===== src/rtl/jesl_pkg.sv =====
`timescale 1ns / 1ps
// Shared types and constants for the EXIF segment locator.
// Parse phases, outcome codes, marker codes and the Exif signature table.
// No dependencies.
package jesl_pkg;

	localparam int MAX_PREFIX_BYTES_DEF = 1048576;
	localparam int FIELD_W              = 21;
	localparam int OUT_DATA_W           = 48;

	typedef enum logic [3:0] {
		PH_HEADER,
		PH_MARK_FF,
		PH_MARK_CODE,
		PH_LEN_HI,
		PH_LEN_LO,
		PH_A1_LEN_HI,
		PH_A1_LEN_LO,
		PH_SIG,
		PH_SKIP,
		PH_NONE,
		PH_EXIF,
		PH_TIFF
	} phase_t;

	typedef enum logic [1:0] {
		OUT_NONE = 2'd0,
		OUT_EXIF = 2'd1,
		OUT_TIFF = 2'd2,
		OUT_LONG = 2'd3
	} outcome_t;

	localparam logic [7:0]  MARK_PREFIX = 8'hFF;
	localparam logic [7:0]  MARK_SOI    = 8'hD8;
	localparam logic [7:0]  MARK_TEM    = 8'h01;
	localparam logic [7:0]  MARK_RST0   = 8'hD0;
	localparam logic [7:0]  MARK_RST7   = 8'hD7;
	localparam logic [7:0]  MARK_SOS    = 8'hDA;
	localparam logic [7:0]  MARK_EOI    = 8'hD9;
	localparam logic [7:0]  MARK_APP1   = 8'hE1;
	localparam logic [15:0] HDR_JPEG    = 16'hFFD8;
	localparam logic [15:0] HDR_II      = 16'h4949;
	localparam logic [15:0] HDR_MM      = 16'h4D4D;
	localparam logic [31:0] TIFF_II     = 32'h49492A00;
	localparam logic [31:0] TIFF_MM     = 32'h4D4D002A;
	localparam logic [2:0]  SIG_LAST    = 3'd5;

	// "Exif\0\0", one byte per match index
	function automatic logic [7:0] exif_sig_byte(input logic [2:0] idx);
		logic [7:0] b;
		case (idx)
			3'd0: b = 8'h45;
			3'd1: b = 8'h78;
			3'd2: b = 8'h69;
			3'd3: b = 8'h66;
			3'd4: b = 8'h00;
			3'd5: b = 8'h00;
			default: b = 8'h00;
		endcase
		return b;
	endfunction

endpackage


===== src/rtl/jpeg_exif_segment_locator.sv =====
`timescale 1ns / 1ps
// Locates the EXIF TIFF block in a JPEG or TIFF file prefix streamed a byte at a time.
// Depends on jesl_pkg for phases, outcome codes and marker constants.
//
// One byte is taken per clock while no last byte waits on a pending result, with no
// gaps needed between prefixes. Each byte is held in an input register, then the marker
// walk and the result are worked out in a single step and the result lands in the
// output register. The input keeps flowing while a result waits; only a second
// last byte stalls until the pending result is taken. m_tuser carries the outcome
// (0 none, 1 EXIF in APP1, 2 whole TIFF file, 3 prefix longer than MAX_PREFIX_BYTES);
// m_tdata carries the block offset and the length of the block present in the prefix.
module jpeg_exif_segment_locator #(
	parameter int MAX_PREFIX_BYTES = jesl_pkg::MAX_PREFIX_BYTES_DEF
) (
	input  logic                                 clk,
	input  logic                                 arst_n,
	input  logic                                 s_tvalid,
	output logic                                 s_tready,
	input  logic [7:0]                           s_tdata,   // [7:0] data_byte
	input  logic                                 s_tlast,   // last_byte
	output logic                                 m_tvalid,
	input  logic                                 m_tready,
	output logic [jesl_pkg::OUT_DATA_W-1:0]      m_tdata,   // [20:0] block_start, [41:21] block_length
	output logic [1:0]                           m_tuser    // [1:0] outcome
);
	import jesl_pkg::*;

	localparam int PW = $clog2(MAX_PREFIX_BYTES + 2);
	localparam int WW = (PW > FIELD_W) ? PW : FIELD_W;
	localparam logic [PW-1:0] MAX_POS = PW'(MAX_PREFIX_BYTES);

	// input stage
	logic       valid_s1;
	logic [7:0] byte_s1;
	logic       last_s1;

	// parse state
	phase_t        phase_q, phase_d;
	logic [PW-1:0] pos_q, pos_d;
	logic [31:0]   hdr_q, hdr_d;
	logic [7:0]    lenhi_q, lenhi_d;
	logic [15:0]   rem_q, rem_d;
	logic [2:0]    idx_q, idx_d;
	logic [PW-1:0] fstart_q, fstart_d;
	logic [15:0]   claim_q, claim_d;

	// output register
	logic                 out_valid_q;
	outcome_t             outcome_q;
	logic [FIELD_W-1:0]   start_q;
	logic [FIELD_W-1:0]   length_q;

	logic        out_free, s1_fire, feed_en;
	logic [31:0] hdr_shift;
	logic [15:0] len16, rem_dec;
	logic [WW-1:0] count_w, fstart_w, claim_w, here_w, avail_w;
	outcome_t     res_outcome;
	logic [WW-1:0] res_start, res_length;

	assign out_free = !out_valid_q || m_tready;
	assign s1_fire  = valid_s1 && (!last_s1 || out_free);
	assign s_tready = !valid_s1 || s1_fire;

	always_ff @(posedge clk or negedge arst_n) begin
		if (!arst_n) begin
			valid_s1 <= 1'b0;
		end else if (s_tready) begin
			valid_s1 <= s_tvalid;
		end
	end

	always_ff @(posedge clk) begin
		if (s_tvalid && s_tready) begin
			byte_s1 <= s_tdata[7:0];
			last_s1 <= s_tlast;
		end
	end

	// next state for the byte held in the input stage
	assign hdr_shift = {hdr_q[23:0], byte_s1};
	assign len16     = {lenhi_q, byte_s1};
	assign rem_dec   = rem_q - 16'd1;
	assign feed_en   = (pos_q <= MAX_POS);

	always_comb begin
		phase_d  = phase_q;
		hdr_d    = hdr_q;
		lenhi_d  = lenhi_q;
		rem_d    = rem_q;
		idx_d    = idx_q;
		fstart_d = fstart_q;
		claim_d  = claim_q;
		pos_d    = feed_en ? pos_q + PW'(1) : pos_q;
		if (feed_en) begin
			case (phase_q)
				PH_HEADER: begin
					hdr_d = hdr_shift;
					if (pos_q == PW'(1)) begin
						if (hdr_shift[15:0] == HDR_JPEG) begin
							phase_d = PH_MARK_FF;
						end else if (hdr_shift[15:0] != HDR_II && hdr_shift[15:0] != HDR_MM) begin
							phase_d = PH_NONE;
						end
					end else if (pos_q >= PW'(3)) begin
						phase_d = (hdr_shift == TIFF_II || hdr_shift == TIFF_MM) ? PH_TIFF : PH_NONE;
					end
				end
				PH_MARK_FF: begin
					phase_d = (byte_s1 == MARK_PREFIX) ? PH_MARK_CODE : PH_NONE;
				end
				PH_MARK_CODE: begin
					if (byte_s1 == MARK_SOI || byte_s1 == MARK_TEM
					    || (byte_s1 >= MARK_RST0 && byte_s1 <= MARK_RST7)) begin
						phase_d = PH_MARK_FF;
					end else if (byte_s1 == MARK_SOS || byte_s1 == MARK_EOI) begin
						phase_d = PH_NONE;
					end else if (byte_s1 == MARK_APP1) begin
						phase_d = PH_A1_LEN_HI;
					end else begin
						phase_d = PH_LEN_HI;
					end
				end
				PH_LEN_HI: begin
					lenhi_d = byte_s1;
					phase_d = PH_LEN_LO;
				end
				PH_A1_LEN_HI: begin
					lenhi_d = byte_s1;
					phase_d = PH_A1_LEN_LO;
				end
				PH_LEN_LO, PH_A1_LEN_LO: begin
					if (len16 < 16'd2) begin
						phase_d = PH_NONE;
					end else begin
						rem_d = len16 - 16'd2;
						// an APP1 with room for the signature and at least one more byte
						if (phase_q == PH_A1_LEN_LO && len16 > 16'd8) begin
							idx_d   = 3'd0;
							phase_d = PH_SIG;
						end else if (len16 == 16'd2) begin
							phase_d = PH_MARK_FF;
						end else begin
							phase_d = PH_SKIP;
						end
					end
				end
				PH_SIG: begin
					rem_d = rem_dec;
					if (byte_s1 == exif_sig_byte(idx_q)) begin
						idx_d = idx_q + 3'd1;
						if (idx_q == SIG_LAST) begin
							fstart_d = pos_q + PW'(1);
							claim_d  = rem_dec;
							phase_d  = PH_EXIF;
						end
					end else begin
						phase_d = (rem_dec == 16'd0) ? PH_MARK_FF : PH_SKIP;
					end
				end
				PH_SKIP: begin
					rem_d = rem_dec;
					if (rem_dec == 16'd0) begin
						phase_d = PH_MARK_FF;
					end
				end
				default: begin
					phase_d = phase_q;
				end
			endcase
		end
	end

	// result for a prefix that ends with this byte
	assign count_w  = WW'(pos_d);
	assign fstart_w = WW'(fstart_d);
	assign claim_w  = WW'(claim_d);
	assign here_w   = (count_w >= fstart_w) ? count_w - fstart_w : '0;
	assign avail_w  = (claim_w < here_w) ? claim_w : here_w;

	always_comb begin
		res_outcome = OUT_NONE;
		res_start   = '0;
		res_length  = '0;
		if (pos_q >= MAX_POS) begin
			res_outcome = OUT_LONG;
		end else if (phase_d == PH_TIFF) begin
			res_outcome = OUT_TIFF;
			res_length  = count_w;
		end else if (phase_d == PH_EXIF && avail_w != '0) begin
			res_outcome = OUT_EXIF;
			res_start   = fstart_w;
			res_length  = avail_w;
		end
	end

	// state register: advance per byte, clear after each prefix
	always_ff @(posedge clk or negedge arst_n) begin
		if (!arst_n) begin
			phase_q  <= PH_HEADER;
			pos_q    <= '0;
			hdr_q    <= '0;
			lenhi_q  <= '0;
			rem_q    <= '0;
			idx_q    <= '0;
			fstart_q <= '0;
			claim_q  <= '0;
		end else if (s1_fire) begin
			if (last_s1) begin
				phase_q  <= PH_HEADER;
				pos_q    <= '0;
				hdr_q    <= '0;
				lenhi_q  <= '0;
				rem_q    <= '0;
				idx_q    <= '0;
				fstart_q <= '0;
				claim_q  <= '0;
			end else begin
				phase_q  <= phase_d;
				pos_q    <= pos_d;
				hdr_q    <= hdr_d;
				lenhi_q  <= lenhi_d;
				rem_q    <= rem_d;
				idx_q    <= idx_d;
				fstart_q <= fstart_d;
				claim_q  <= claim_d;
			end
		end
	end

	always_ff @(posedge clk or negedge arst_n) begin
		if (!arst_n) begin
			out_valid_q <= 1'b0;
		end else if (s1_fire && last_s1) begin
			out_valid_q <= 1'b1;
		end else if (m_tready) begin
			out_valid_q <= 1'b0;
		end
	end

	always_ff @(posedge clk) begin
		if (s1_fire && last_s1) begin
			outcome_q <= res_outcome;
			start_q   <= res_start[FIELD_W-1:0];
			length_q  <= res_length[FIELD_W-1:0];
		end
	end

	assign m_tvalid = out_valid_q;
	assign m_tuser  = outcome_q;
	assign m_tdata  = {{(OUT_DATA_W - 2 * FIELD_W){1'b0}}, length_q, start_q};

`ifndef SYNTH
	a_clear_after_last: assert property (@(posedge clk) disable iff (!arst_n)
		s1_fire && last_s1 |=> pos_q == '0 && phase_q == PH_HEADER)
		else $error("state not cleared after last byte");

	a_result_from_last: assert property (@(posedge clk) disable iff (!arst_n)
		$rose(m_tvalid) |-> $past(s1_fire && last_s1))
		else $error("result without a last byte");

	a_empty_fields: assert property (@(posedge clk) disable iff (!arst_n)
		m_tvalid && (outcome_q == OUT_NONE || outcome_q == OUT_LONG)
		|-> start_q == '0 && length_q == '0)
		else $error("non-zero fields without a block");

	a_tiff_start: assert property (@(posedge clk) disable iff (!arst_n)
		m_tvalid && outcome_q == OUT_TIFF |-> start_q == '0)
		else $error("TIFF file block not at offset zero");

	a_header_window: assert property (@(posedge clk) disable iff (!arst_n)
		phase_q == PH_HEADER |-> pos_q <= PW'(3))
		else $error("header phase beyond fourth byte");
`endif

endmodule

===== config.mk =====
export PLATFORM = sky130hd
export DESIGN_NAME = jpeg_exif_segment_locator
export DESIGN_NICKNAME = d
export VERILOG_FILES = /design/src/rtl/jesl_pkg.sv /design/src/rtl/jpeg_exif_segment_locator.sv
export SDC_FILE = /design/constraint.sdc
export NUM_CORES = 1
export LEC_CHECK = 0
export BUFFER_PORTS_ARGS = -buffer_cell sky130_fd_sc_hd__buf_2
export CAP_MARGIN = 20
export CORE_UTILIZATION = 45
export DETAILED_ROUTE_END_ITERATION = 8
export PLACE_DENSITY = 0.72
export SKIP_CTS_REPAIR_TIMING = 1
export SLEW_MARGIN = 30
export SYNTH_ARGS = -nofsm -noshare
export SYNTH_HDL_FRONTEND = slang
export SYNTH_SLANG_ARGS = --single-unit

===== constraint.sdc =====
create_clock -name clk -period 6.7 [get_ports clk]
set_clock_uncertainty 0.1 [all_clocks]
set_input_delay 0.335 -clock clk [delete_from_list [all_inputs] [get_ports clk]]
set_output_delay 0.335 -clock clk [all_outputs]
set_load 0.005 [all_outputs]

Word-level counts from Yosys, hierarchy flattened --
Index checks and enable logic that the tools add are counted.
Word-level totals: register bits after elaboration 168, input port bits 13, output and inout port bits 52
Cells by class: add/sub/neg operators 5, magnitude comparators 9, equal/unequal tests 31, muxes and demuxes 58, bitwise logic cells 1, reduce and logical (&&, ||, !) cells 36
Operator list (count):
- two-way mux 21 bit | 11
- two-way mux 16 bit | 8
- two-way mux 24 bit | 3
- == test 32 x 31 -> 1 bit, second input constant | 2
- two-way mux 4 bit | 16
- == test 8 bit, second input constant | 5
- two-way mux 8 bit | 5
- != test 16 x 15 -> 1 bit, second input constant | 2
- case mux 16 bit (2 select lines) | 1
- case mux 4 bit (8 select lines) | 1
- case mux 7 bit (4 select lines) | 1
- adder 21 x 1 -> 21 bit, second input constant | 1
- == test 21 x 1 -> 1 bit, second input constant | 1
- greater-or-equal comparator 21 x 2 -> 1 bit, second input constant | 1
- greater-or-equal comparator 21 bit | 1
- greater-or-equal comparator 21 bit, second input constant | 1
- <= comparator 21 bit, second input constant | 1
- less-than comparator 16 x 21 -> 1 bit | 1
- nonzero test 21 bit | 1
- subtractor 21 bit | 1
- two-way mux 3 bit | 6
- == test 16 bit, second input constant | 1
- == test 16 x 2 -> 1 bit, second input constant | 1
- == test 4 x 3 -> 1 bit, second input constant | 4
- 33 further kinds | 64

Longest topological paths before layout --
Gate-level depths: netlist (run 1).
depth in word-level cells 16, mapped depth 35, gate-level depth less buffers 29

Least setup slack after synthesis (run 1) --
Ideal clock, no wire load.
path kind register to register, start register idx_q[2], end register start_q[1], data pin, library setup time 0.268 ns, arrival time 6.513 ns, required time 6.332 ns, setup slack -0.181 ns, stages on the path, launching flop included 32, path buffers 6, period minus slack after synthesis 6.881 ns, cells stage by stage dfrtp_1 > clkbuf_1 > inv_1 > ha_1 > a21oi_1 > o311ai_0 > nand4_1 > nor2_1 > clkbuf_1 > buf_1 > o21ai_0 > ha_1 > and4_1 > nand2_1 > a21oi_1 > o31ai_1 > nand4_1 > clkbuf_1 > clkbuf_1 > nand2_1 > ha_1 > a2111oi_0 > o21ai_0 > o21a_1 > a21oi_1 > nand2_1 > or4_4 > nand3_1 > o32ai_1 > o311ai_2 > buf_6 > nor2_1
On the way: longest elaborated chain between the ends 16, elaborated cells on any way between the ends 32, classes of those cells add/sub (1); order compare (2); eq/ne (7); mux (17); bitwise (1); reduce/logical (4)
RTL lines:
- from (decl) | RTL line jpeg_exif_segment_locator.sv:43 | logic [2:0] idx_q, idx_d;
- from (signal assigned) | RTL line jpeg_exif_segment_locator.sv:223 | idx_q <= idx_d;
- == test 3 x 2 -> 1 bit (tied with other cells) | RTL line jesl_pkg.sv:51 | case (idx)
- case mux 7 bit (4 select lines) | RTL line jesl_pkg.sv:51
- two-way mux 8 bit | RTL line jpeg_exif_segment_locator.sv:95 | case (phase_q)
- two-way mux 8 bit | RTL line jpeg_exif_segment_locator.sv:94 | if (feed_en) begin
- == test 8 bit | RTL line jpeg_exif_segment_locator.sv:149 | if (byte_s1 == exif_sig_byte(idx_q)) begin
- two-way mux 21 bit | RTL line jpeg_exif_segment_locator.sv:149
- two-way mux 21 bit | RTL line jpeg_exif_segment_locator.sv:95
- two-way mux 21 bit | RTL line jpeg_exif_segment_locator.sv:94
- subtractor 21 bit or greater-or-equal comparator 21 bit (tied branches) | RTL line jpeg_exif_segment_locator.sv:177 | assign here_w = (count_w >= fstart_w) ? count_w - fstart_w : '0;
- two-way mux 21 bit | RTL line jpeg_exif_segment_locator.sv:177
- less-than comparator 16 x 21 -> 1 bit | RTL line jpeg_exif_segment_locator.sv:178 | assign avail_w = (claim_w < here_w) ? claim_w : here_w;
- two-way mux 21 bit | RTL line jpeg_exif_segment_locator.sv:178
- nonzero test 21 bit | RTL line jpeg_exif_segment_locator.sv:189 | end else if (phase_d == PH_EXIF && avail_w != '0) begin
- logical AND 1 bit | RTL line jpeg_exif_segment_locator.sv:189
- NOT 1 bit (no line)
- OR reduction 3 bit (no line)
- to (signal assigned) | RTL line jpeg_exif_segment_locator.sv:243 | start_q <= res_start[FIELD_W-1:0];
- to (decl) | RTL line jpeg_exif_segment_locator.sv:50 | logic [FIELD_W-1:0] start_q;
Several ways; a longest one is shown, not always the timed one. The select of a mux whose other input is x is not followed. A chain may end at the register's enable or synchronous reset.

Final worst setup path (run 1) --
start register idx_q[0], end register start_q[11], data pin
On the way: longest elaborated chain between the ends 16, elaborated cells on any way between the ends 32, classes of those cells add/sub (1); order compare (2); eq/ne (7); mux (17); bitwise (1); reduce/logical (4)
RTL lines:
- == test 3 x 2 -> 1 bit (tied with other cells) | RTL line jesl_pkg.sv:51
- case mux 7 bit (4 select lines) | RTL line jesl_pkg.sv:51
- two-way mux 8 bit | RTL line jpeg_exif_segment_locator.sv:95
- two-way mux 8 bit | RTL line jpeg_exif_segment_locator.sv:94
- == test 8 bit | RTL line jpeg_exif_segment_locator.sv:149
- two-way mux 21 bit (*) | RTL line jpeg_exif_segment_locator.sv:149
- two-way mux 21 bit (*) | RTL line jpeg_exif_segment_locator.sv:95
- two-way mux 21 bit (*) | RTL line jpeg_exif_segment_locator.sv:94
- net fstart_d[0] | RTL line jpeg_exif_segment_locator.sv:44 | logic [PW-1:0] fstart_q, fstart_d;
- subtractor 21 bit or greater-or-equal comparator 21 bit (tied branches) | RTL line jpeg_exif_segment_locator.sv:177
- two-way mux 21 bit (*) | RTL line jpeg_exif_segment_locator.sv:177
- less-than comparator 16 x 21 -> 1 bit | RTL line jpeg_exif_segment_locator.sv:178
- two-way mux 21 bit (*) | RTL line jpeg_exif_segment_locator.sv:178
- nonzero test 21 bit (*) | RTL line jpeg_exif_segment_locator.sv:189
- logical AND 1 bit (*) | RTL line jpeg_exif_segment_locator.sv:189
- NOT 1 bit (no line) (*)
- OR reduction 3 bit (no line) (*)
Mark *: on every way through the listed nets, which the timed path passes. The rest lies on a longest branch. The select of a mux whose other input is x is not followed.

==> metrics.md, run 1 <==
| Metric | Value |
|---|---|
| Lkg Pwr | roughly 0.0059 uW |
| Nets@finish | approximately 1500 |
| Largest net degree at the start of global routing | 70 |
| Die H | between 150 and 200 microns |
| Worst EP arrival | around 6700 ps |
| First-pass GRT wire length | 56300 microns |
| Mapped Cells | around 1300 |
| Setup Viol. Count Final | 0 |
| Max Cap Violations | 0 |
| Clock latency on the worst-skew pair | around 440 ps |
| H-tree Lvls | 4 |
| Tightest hold margin | -0.0321 ps |
| Max_slew headroom | 0.397 |
| Sequential cell fraction of total power | 0.330 |
| Status | finished, violations left |
| Final Critical Period | between 6000 and 7000 ps |
| CP endpoint kind | flip-flop |
| Final Util | 0.557 |
| Routed vias | 11100 |
| CTS Buf Count | 17 |
| CTS tree | built |
| Final Power | between 3000 and 4000 uW |
| Synth area leaders | dfrtp_1, edfxtp_1, ha_1 |
| Port bufs | slightly below 60 |
| Post-synth top flop | dfrtp_1 |
| Synth Register Bits | 168 |
| Num ports | between 60 and 70 |
| Clock Power Share | 0.241 |
| Fmax | between 150 and 200 MHz |
| Leading area contributor after synthesis | dfrtp_1 |
| Yosys top cell area share | 0.248 |
| Synth Area per Inst | about 8.7 sq um |
| Switching share of power | 0.416 |
| Final ANT Viol Nets | 0 |
| CP Class | flip-flop to flip-flop |
| Vias in the first global route | slightly above 10000 |
| Placed cell areas | ~0.013 sq mm |
| Worst setup path start | idx_q[0] |
| Number of flops mapped to enable cells by yosys | 53 |
| Rows | 58 |
| Core area | between 0.02 and 0.03 sq mm |
| Total GRT Usage | 0.274 |
| Failing checks | negative hold slack |
| Hold WC Path Type | primary input to flip-flop |
| Mapped Area | ~0.012 sq mm |
| Share of cells above drive strength 1 | 0.222 |
| Worst Path Required | 6800 ps |
| First DRT Iteration DRCs | about 1300 |
| Worst path slowest cell | or3b_2 |
| Placer Congestion | 1.02 |
| Vias per cell | ~6.1 |
| Pwr dens | 280 mW/mm^2 |
| Sw Pwr | between 1500 and 2000 uW |
| Fin area | roughly 0.014 sq mm |
| Sequential share of the synthesized area | 0.385 |
| Number of synthesis warnings | 0 |
| Slew Viols, Final | 0 |
| Routed wire length | around 37000 microns |
| Critical path startpoint category | flip-flop |
| Worst-Margin Slew | a little under 900 ps |
| Max Root-Sink Buffers | 2 |
| Max Fanout on Critical Path | 10 |
| Max incr delay on CP | 480 ps |
| Synth unique cells | 88 |
| Die Wd | about 160 microns |
| Drt drc | 0 |
| Setup TNS | 0 ps |
| P&R area growth vs syn | 21.1% |
| Post-DP HPWL | around 27000 microns |
| Initial Util | 0.460 |
| Initial antenna violation count | 0 |
| Die area | between 0.02 and 0.03 sq mm |
| Int Pwr | around 2300 uW |
| Worst r2r src | idx_q[0] |
| Clk slew on worst S/H paths | 80 ps |
| Routed wire per std cell | slightly above 20 microns |
| Period utilisation layout | 0.980 |
| First-pass DRT Iterations | 6 |
| Asr flop ratio synth | 0.685 |
| Final hold vios | 1 |
| Sinks on Clock Net | between 150 and 200 |
| Root buffer cell | clkbuf_16 |
| Hold Crit Start | s_tvalid |
| Comb pwr share | 0.429 |
| Crit-path most repeated cell | buf_6 |
| Total grt overflow | 0 |
| Antenna cell count | 0 |
| Worst vdd ir | 177 uV |
power by group through the flow:
| stage | logic (uW) | clock network (uW) | registers [uW] |
|---|---|---|---|
| 4_1_cts | 1570 | 951 | 1300 |
| 5_1_grt | 1840 | 996 | 1320 |
| 3_5_place_dp | 1560 | 0 | 1320 |
| 3_3_place_gp | 1540 | 0 | 1310 |
| 6_report | 1690 | 950 | 1300 |
| 2_1_floorplan | 1130 | 0 | 1250 |
final timing paths:
check | to | slack, ps | depth (start not counted)
setup / recovery | start_q[11] | 140 | 31
hold / removal | valid_s1 | -0.03 | 2
setup reg to reg | start_q[11] | 140 | 31
hold reg to reg | fstart_q[2] | 380 | 2
max in group asynchronous | pos_q[9] | 5050 | 3
min in group asynchronous | lenhi_q[3] | 360 | 2
cells in the final DEF (no fill, tap or decap), types with 25 or more instances in the layout:
cell      instances
a22o_1           43
edfxtp_1         53
dfrtp_1         112
nor2_1          133
buf_4           134
inv_1            41
o21ai_0          99
a21oi_1          69
xnor2_1          55
nand4_1          31
nand2_1         137
nor3_1           31
a211oi_1         25
nand3_1          29
buf_2            57
ha_1             37
sequential cells by signal, indices dropped and copies added (netlist names), 2 cells and up:
signal / flops
m_tuser: 2
claim_q: 16
byte_s1: 8
pos_q: 21
length_q: 21
hdr_q: 24
idx_q: 3
start_q: 21
rem_q: 16
fstart_q: 21
lenhi_q: 8
phase_q: 4
through the flow:
step	std cells	setup WS, ps
after detailed placement	1753	-190
after floorplan	1345	72.8
after global routing	1812	-130
final	1812	135
after CTS	1785	-208
after global placement	1753	-14.1
per-layer routing:
layer | GRT usage | part of all wire | vias to the layer above
met5 | 0 | 0 | -
met4 | 0.121 | 0.037 | 0
li1 | - | - | 5157
met1 | 0.376 | 0.42 | 5347
met3 | 0.0395 | 0.069 | 88
met2 | 0.429 | 0.47 | 479
final cells by class:
type | instances | area (sq um)
clock buffer | 20 | 457
clock inverter | 12 | 88.8
fill | 2263 | 11200
inverter | 43 | 161
multi-input combinational | 1027 | 6930
sequential | 168 | 4470
tap | 330 | 413
timing repair buffer | 212 | 1560
worst max-delay path: cells and delay by family, from the launching register on:
family	cells	cell delay, ps
buffers and inverters	5	690
flip-flops	1	450
XOR/XNOR	1	160
adder cells (fa/ha/maj)	5	1220
AO/OA/AOI/OAI	12	2370
AND/OR/NAND/NOR	8	1330
cells in the mapped netlist, types with 8 or more instances:
master    count
a22o_1       43
edfxtp_1     53
o21a_1        8
nand2b_1     13
and3_1       15
or3_1         9
nand3_1      32
clkbuf_1     67
nand4_1      31
xnor2_1      58
buf_2        18
xor2_1       23
buf_4         8
a211oi_1     27
inv_1        42
nor3_1       33
ha_1         49
mux2i_1      10
o21ai_0     103
a31oi_1      13
nor4_1       19
nand2_1     139
nor2_1      139
a21o_1       13
dfrtp_1     115
nor2b_1      10
a21oi_1      77
o31ai_1      14
nor4b_1      10
o41ai_1       9
logic make-up (layout without fill, tap and decap cells):
kind of cell,Yosys count,in the layout,share of synthesized area
and+or+nand+nor,501,501,0.216
other,1,6,0.000323
xor gates and xnor gates,81,81,0.0610
adders and majority gates,50,50,0.0545
buffers and inverters,150,287,0.0564
AOI/OAI and AO/OA,377,377,0.216
muxes,12,12,0.0106
DFF,168,168,0.385
No activity file was read; power rests on OpenSTA's default activity.
==> inputs of run 2 (changes only) <==
Settings changed: GPL_ROUTABILITY_DRIVEN set to 0, PLACE_DENSITY 0.72 to not set, PLACE_DENSITY_LB_ADDON set to 0.25.
==> run 2 against run 1 <==
Largest power group unchanged. Sequential share of layout area up 0.074 points. Design area down 0.23%. Critical endpoint is now length_q[6]. First-iteration DRC count down 19%. Total power up 2.0%. The flow now finishes without violations.
==> metrics.md, run 2 (synthesized netlist as in run 1, its figures left out) <==
| Metric | Value |
|---|---|
| Worst Path Required | 6820 ps (was 6800 ps) |
| Worst EP arrival | 6680 ps (was 6660 ps) |
| H-tree Lvls | 4 (unchanged) |
| Sinks on Clock Net | 168 (unchanged) |
| Total grt overflow | 0 (unchanged) |
| Switching share of power | 0.421 (was 0.416) |
| Max incr delay on CP | 450 ps (was 480 ps) |
| Period utilisation layout | 0.979 (was 0.980) |
| Largest net degree at the start of global routing | 71 (was 70) |
| Most frequent cells in the layout | nand2_1, buf_4, nor2_1 (unchanged) |
| Setup TNS | 0 ps (unchanged) |
| First-pass DRT Iterations | 5 (was 6) |
| Die Wd | 163 microns (unchanged) |
| Crit-path most repeated cell | buf_4 (was buf_6) |
| Final ANT Viol Nets | 0 (unchanged) |
| Clk slew on worst S/H paths | 70 ps (was 80 ps) |
| Fillcell total | 2244 (was 2263) |
| Pwr dens | 287 mW/mm^2 (was 280 mW/mm^2) |
| Setup Viol. Count Final | 0 (unchanged) |
| Max Cap Violations | 0 (unchanged) |
| Rows | 58 (unchanged) |
| Core area | 0.0253 sq mm (unchanged) |
| Max_slew headroom | 0.440 (was 0.397) |
| Share of cells above drive strength 1 | 0.217 (was 0.222) |
| Routed vias | 11100 (about the same) |
| Drt drc | 0 (unchanged) |
| P&R area growth vs syn | 20.9% (was 21.1%) |
| Root buffer cell | clkbuf_16 (unchanged) |
| Clock latency on the worst-skew pair | 440 ps (about the same) |
| CTS tree | built (unchanged) |
| Hold WC Path Type | primary input to flip-flop (unchanged) |
| Die H | 163 microns (unchanged) |
| Post-DP HPWL | 26800 microns (was 26500 microns) |
| Final Critical Period | 6560 ps (about the same) |
| Flop-to-flop setup slack | 140 ps (about the same) |
| Worst-Margin Slew | 832 ps (was 895 ps) |
| Initial antenna violation count | 0 (unchanged) |
| Vias per cell | 6.15 (was 6.11) |
| Final hold vios | 0 (was 1) |
| Port bufs | 58 (unchanged) |
| Status | complete, no violations (was finished, violations left) |
| Clock Power Share | 0.231 (was 0.241) |
| Sw Pwr | 1690 uW (was 1640 uW) |
| Worst setup path start | idx_q[0] (unchanged) |
| Initial Util | 0.460 (unchanged) |
| Routed wire per std cell | 20.4 microns (about the same) |
| Die area | 0.0265 sq mm (unchanged) |
| Worst vdd ir | 188 uV (was 177 uV) |
| Total GRT Usage | 0.279 (was 0.274) |
| CP Class | flip-flop to flip-flop (unchanged) |
| Largest register FFs | 24 (unchanged) |
| Top reg by flops | hdr_q (unchanged) |
| Hold Crit Start | s_tvalid (unchanged) |
| Slew Viols, Final | 0 (unchanged) |
| Worst path slowest cell | or4_4 (was or3b_2) |
| Routed wire length | 37000 microns (about the same) |
| Max Fanout on Critical Path | 16 (was 10) |
| Fmax | 153 MHz (was 152 MHz) |
| CTS Buf Count | 17 (unchanged) |
| First-pass GRT wire length | 57000 microns (was 56300 microns) |
| Sequential cell fraction of total power | 0.323 (was 0.330) |
| Lkg Pwr | 0.00592 uW (about the same) |
| Final Power | 4020 uW (was 3950 uW) |
| Int Pwr | 2330 uW (was 2310 uW) |
| CP endpoint kind | flip-flop (unchanged) |
| Critical path startpoint category | flip-flop (unchanged) |
| Antenna cell count | 0 (unchanged) |
| Num ports | 65 (unchanged) |
| First DRT Iteration DRCs | 1091 (was 1344) |
| Tightest hold margin | 6.95 ps (was -0.0321 ps) |
| Comb pwr share | 0.446 (was 0.429) |
| Vias in the first global route | 10300 (was 10200) |
| Nets@finish | 1532 (unchanged) |
| Max Root-Sink Buffers | 2 (unchanged) |
| Worst r2r src | idx_q[0] (unchanged) |
## run 2: changes by cell type in the layout (fill, tap and decap cells not counted), moves of 3 or more
cell      previous run  this run
buf_6                6         1
buf_4              134       137
a211oi_1            25        20
a211oi_2             2         6
nor4_2               4         1
ha_1                37        44
ha_2                 7         2
## run 2: layer usage
metal | vias to the layer above | GRT usage | wire length [microns]
met3 | 92 | 0.0530 | 2840
li1 | 5135 | - | -
met5 | - | 0 | 0
met2 | 498 | 0.447 | 17100
met1 | 5424 | 0.381 | 15900
met4 | 0 | 0.0858 | 1180
## run 2: final timing paths
| path | endpoint | depth (start not counted) |
|---|---|---|
| min | valid_s1 | 2 |
| max | length_q[6] | 31 |
| min in group asynchronous | lenhi_q[2] | 2 |
| min reg2reg | fstart_q[12] | 2 |
| max reg2reg | length_q[6] | 31 |
| max in group asynchronous | idx_q[1] | 3 |
## run 2: stage by stage
stage / cells / cell area, sq um / setup WS, ps / util
floorplan: 1345 / 11600 / 72.8 / -
global placement: 1753 / 12900 / -77.2 / 0.509
detailed placement: 1753 / 12900 / -247 / 0.509
CTS: 1785 / 13400 / -331 / 0.531
global route: 1812 / 14000 / -124 / 0.556
finish: 1812 / 14000 / 144 / 0.556
## run 2: power by group through the flow
stage               Combinational [uW]  Sequential, uW  Clock (uW)
finish                            1790            1300         931
global route                      1930            1310         984
CTS                               1590            1300         940
detailed placement                1590            1320           0
global placement                  1570            1310           0
floorplan                         1130            1250           0
## run 2: final cells by class
| cell class | count | area, sq um | area share |
|---|---|---|---|
| Clock buffer | 19 | 443 | 0.0315 |
| Clock inverter | 13 | 93.8 | 0.00668 |
| Inverter | 43 | 161 | 0.0115 |
| Multi-Input combinational cell | 1027 | 6890 | 0.491 |
| Sequential cell | 168 | 4470 | 0.318 |
| Tap cell | 330 | 413 | 0.0294 |
| Timing Repair Buffer | 212 | 1570 | 0.112 |
## run 2: worst max-delay path, delay by kind of cell, from the launching register on
kind | cells | cell delay, ps
compound gates | 12 | 2040
simple gates | 8 | 1710
fa+ha+maj | 5 | 1190
buf+inv | 5 | 710
flops | 1 | 420
xor+xnor | 1 | 150
==> inputs of run 3 (changes only) <==
Clock period 6.7 ns to 6.1 ns, I/O delays scaled along.
==> run 3 against run 2 <==
The flow now finishes with violations (negative setup slack). Die area did not move. Via count rose by 4.7%. Combinational power is 22% higher. Critical path type unchanged. Largest cell class unchanged.
==> metrics.md, run 3 (synthesized netlist as in run 1, its figures left out) <==
| Metric | Value |
|---|---|
| Top delay family on crit path | compound AO/OA/AOI/OAI gates (unchanged) |
| Port bufs | 58 (unchanged) |
| Rows | 58 (unchanged) |
| Failing checks | negative setup slack |
| Fmax | 154 MHz (was 153 MHz) |
| Initial antenna violation count | 0 (unchanged) |
| Worst vdd ir | 268 uV (was 188 uV) |
| Final Critical Period | 6480 ps (was 6560 ps) |
| Largest register FFs | 24 (unchanged) |
| Die Wd | 163 microns (unchanged) |
| Max incr delay on CP | 470 ps (was 450 ps) |
| Share of cells above drive strength 1 | 0.321 (was 0.217) |
| Clk slew on worst S/H paths | 70 ps (about the same) |
| Worst-Margin Slew | 1010 ps (was 832 ps) |
| Final worst-path setup slack | -381 ps (was 144 ps) |
| Critical path startpoint category | flip-flop (unchanged) |
| Switching share of power | 0.405 (was 0.421) |
| Buf+Inv Stages, Crit Path | 4 (was 5) |
| Final hold vios | 0 (unchanged) |
| Max Cap Violations | 0 (unchanged) |
| Vias per cell | 5.99 (was 6.15) |
| Flop-to-flop setup slack | -380 ps (was 140 ps) |
| CP endpoint kind | flip-flop (unchanged) |
| First-pass DRT Iterations | 5 (unchanged) |
| CTS Buf Count | 17 (unchanged) |
| Hold path endpoint | m_tvalid (was valid_s1) |
| Post-layout instance count excluding filler cells | 1949 (was 1812) |
| Total grt overflow | 0 (unchanged) |
| WHS Path Cells | 3 (was 2) |
| Int Pwr | 2850 uW (was 2330 uW) |
| Fillcell total | 2099 (was 2244) |
| CP Class | flip-flop to flip-flop (unchanged) |
| H-tree Lvls | 4 (unchanged) |
| Num ports | 65 (unchanged) |
| Hold WC Path Type | primary input to flip-flop (unchanged) |
| Worst r2r src | idx_q[0] (unchanged) |
| Die area | 0.0265 sq mm (unchanged) |
| Core area | 0.0253 sq mm (unchanged) |
| Placed cell count | 1882 (was 1753) |
| Slew Viols, Final | 0 (unchanged) |
| Pwr dens | 305 mW/mm^2 (was 287 mW/mm^2) |
| Status | finished, violations left (was complete, no violations) |
| Most frequent cells in the layout | buf_4, nand2_1, nor2_1 (was nand2_1, buf_4, nor2_1) |
| Max Root-Sink Buffers | 2 (unchanged) |
| Sw Pwr | 1930 uW (was 1690 uW) |
| Met2 Routed Length | 18000 microns (was 17100 microns) |
| P&R area growth vs syn | 34.8% (was 20.9%) |
| CTS tree | built (unchanged) |
| Leading cell type in the layout, fill and taps excluded | buf_4 |
| Sinks on Clock Net | 168 (unchanged) |
| Reg2reg end | length_q[10] (was length_q[6]) |
| DP Worst Slack | -445 ps (was -247 ps) |
| Vias in the first global route | 10800 (was 10300) |
| Post-DP HPWL | 27500 microns (was 26800 microns) |
| Met1 wire length | 16600 microns (was 15900 microns) |
| Metal3 WL | 2710 microns (was 2840 microns) |
| First-pass GRT wire length | 59000 microns (was 57000 microns) |
| Total GRT Usage | 0.288 (was 0.279) |
| Hold Crit Start | m_tready (was s_tvalid) |
| Max_slew headroom | 0.327 (was 0.440) |
| Routed vias | 11700 (was 11100) |
| Antenna cell count | 0 (unchanged) |
| Routed wire per std cell | 19.9 microns (was 20.4 microns) |
| Crit-path most repeated cell | ha_4 (was buf_4) |
| Clock latency on the worst-skew pair | 440 ps (about the same) |
| FF-to-FF path depth | 29 (was 31) |
| Comb pwr share | 0.458 (was 0.446) |
| Top reg by flops | hdr_q (unchanged) |
| Setup Viol. Count Final | 37 (was 0) |
| Die H | 163 microns (unchanged) |
| Max Fanout on Critical Path | 7 (was 16) |
| Root buffer cell | clkbuf_16 (unchanged) |
| Initial Util | 0.460 (unchanged) |
| Sequential cell fraction of total power | 0.298 (was 0.323) |
| Clock Power Share | 0.244 (was 0.231) |
| Period utilisation layout | 1.06 (was 0.979) |
| Lkg Pwr | 0.00672 uW (was 0.00592 uW) |
| Largest net degree at the start of global routing | 69 (was 71) |
| Final ANT Viol Nets | 0 (unchanged) |
| Top routing layer in use | met4 (unchanged) |
| First DRT Iteration DRCs | 1235 (was 1091) |
| Worst Path Required | 6140 ps (was 6820 ps) |
| Worst path slowest cell | or4_4 (unchanged) |
| Nets@finish | 1669 (was 1532) |
| RSZ-0062 raised after global routing | true |
| Worst EP arrival | 6520 ps (was 6680 ps) |
| Drt drc | 0 (unchanged) |
| Routed wire length | 38800 microns (was 37000 microns) |
==> run 3: worst register-to-register path, delay by kind of cell, from the launching register on <==
kind / cells / cell delay, ps
flip-flops: 1 / 440
buffers and inverters: 4 / 500
AO/OA/AOI/OAI: 11 / 2130
adder cells (fa/ha/maj): 5 / 1070
XOR/XNOR: 1 / 150
AND/OR/NAND/NOR: 8 / 1810
==> run 3: final cells by class <==
cell class | instances | area [sq um] | share of cell area
Sequential cell | 168 | 4470 | 0.285
Inverter | 43 | 161 | 0.0103
Timing Repair Buffer | 349 | 2650 | 0.169
Multi-Input combinational cell | 1027 | 7340 | 0.468
Clock buffer | 24 | 524 | 0.0335
Clock inverter | 8 | 106 | 0.00679
Tap cell | 330 | 413 | 0.0264
==> run 3: per-layer routing <==
layer | up-vias | track usage
li1 | 5423 | -
met1 | 5657 | 0.409
met4 | 0 | 0.114
met5 | - | 0
met2 | 485 | 0.447
met3 | 106 | 0.0318
==> run 3: power groups by stage <==
stage | clock network, uW | registers [uW] | logic, uW
after floorplan | 0 | 1370 | 1280
after CTS | 1170 | 1420 | 1870
after detailed placement | 0 | 1440 | 1860
after global placement | 0 | 1440 | 1840
after global routing | 1220 | 1440 | 2340
final | 1170 | 1420 | 2190
==> run 3: metrics by stage <==
step                      hold WS (ps)  total power, uW   util  TNS [ps]  area, sq um
final                             94.2             4780  0.620     -7940        15700
after global placement             292             3270  0.555     -9650        14000
after global routing              82.0             5010  0.620    -17160        15700
after detailed placement           296             3300  0.555    -13330        14000
after floorplan                  -90.6             2650      -         0        11900
after CTS                         -169             4460  0.580    -14670        14600
==> run 3: worst max-delay path by stage <==
stage	start	to	slack [ps]	depth (start not counted)
final	idx_q[0]	length_q[10]	-380	29
after global routing	idx_q[0]	length_q[10]	-610	29
after CTS	idx_q[1]	length_q[6]	-520	29
after detailed placement	idx_q[1]	length_q[6]	-440	29
after global placement	idx_q[1]	length_q[6]	-340	30
after floorplan	pos_q[3]	start_q[1]	10	31
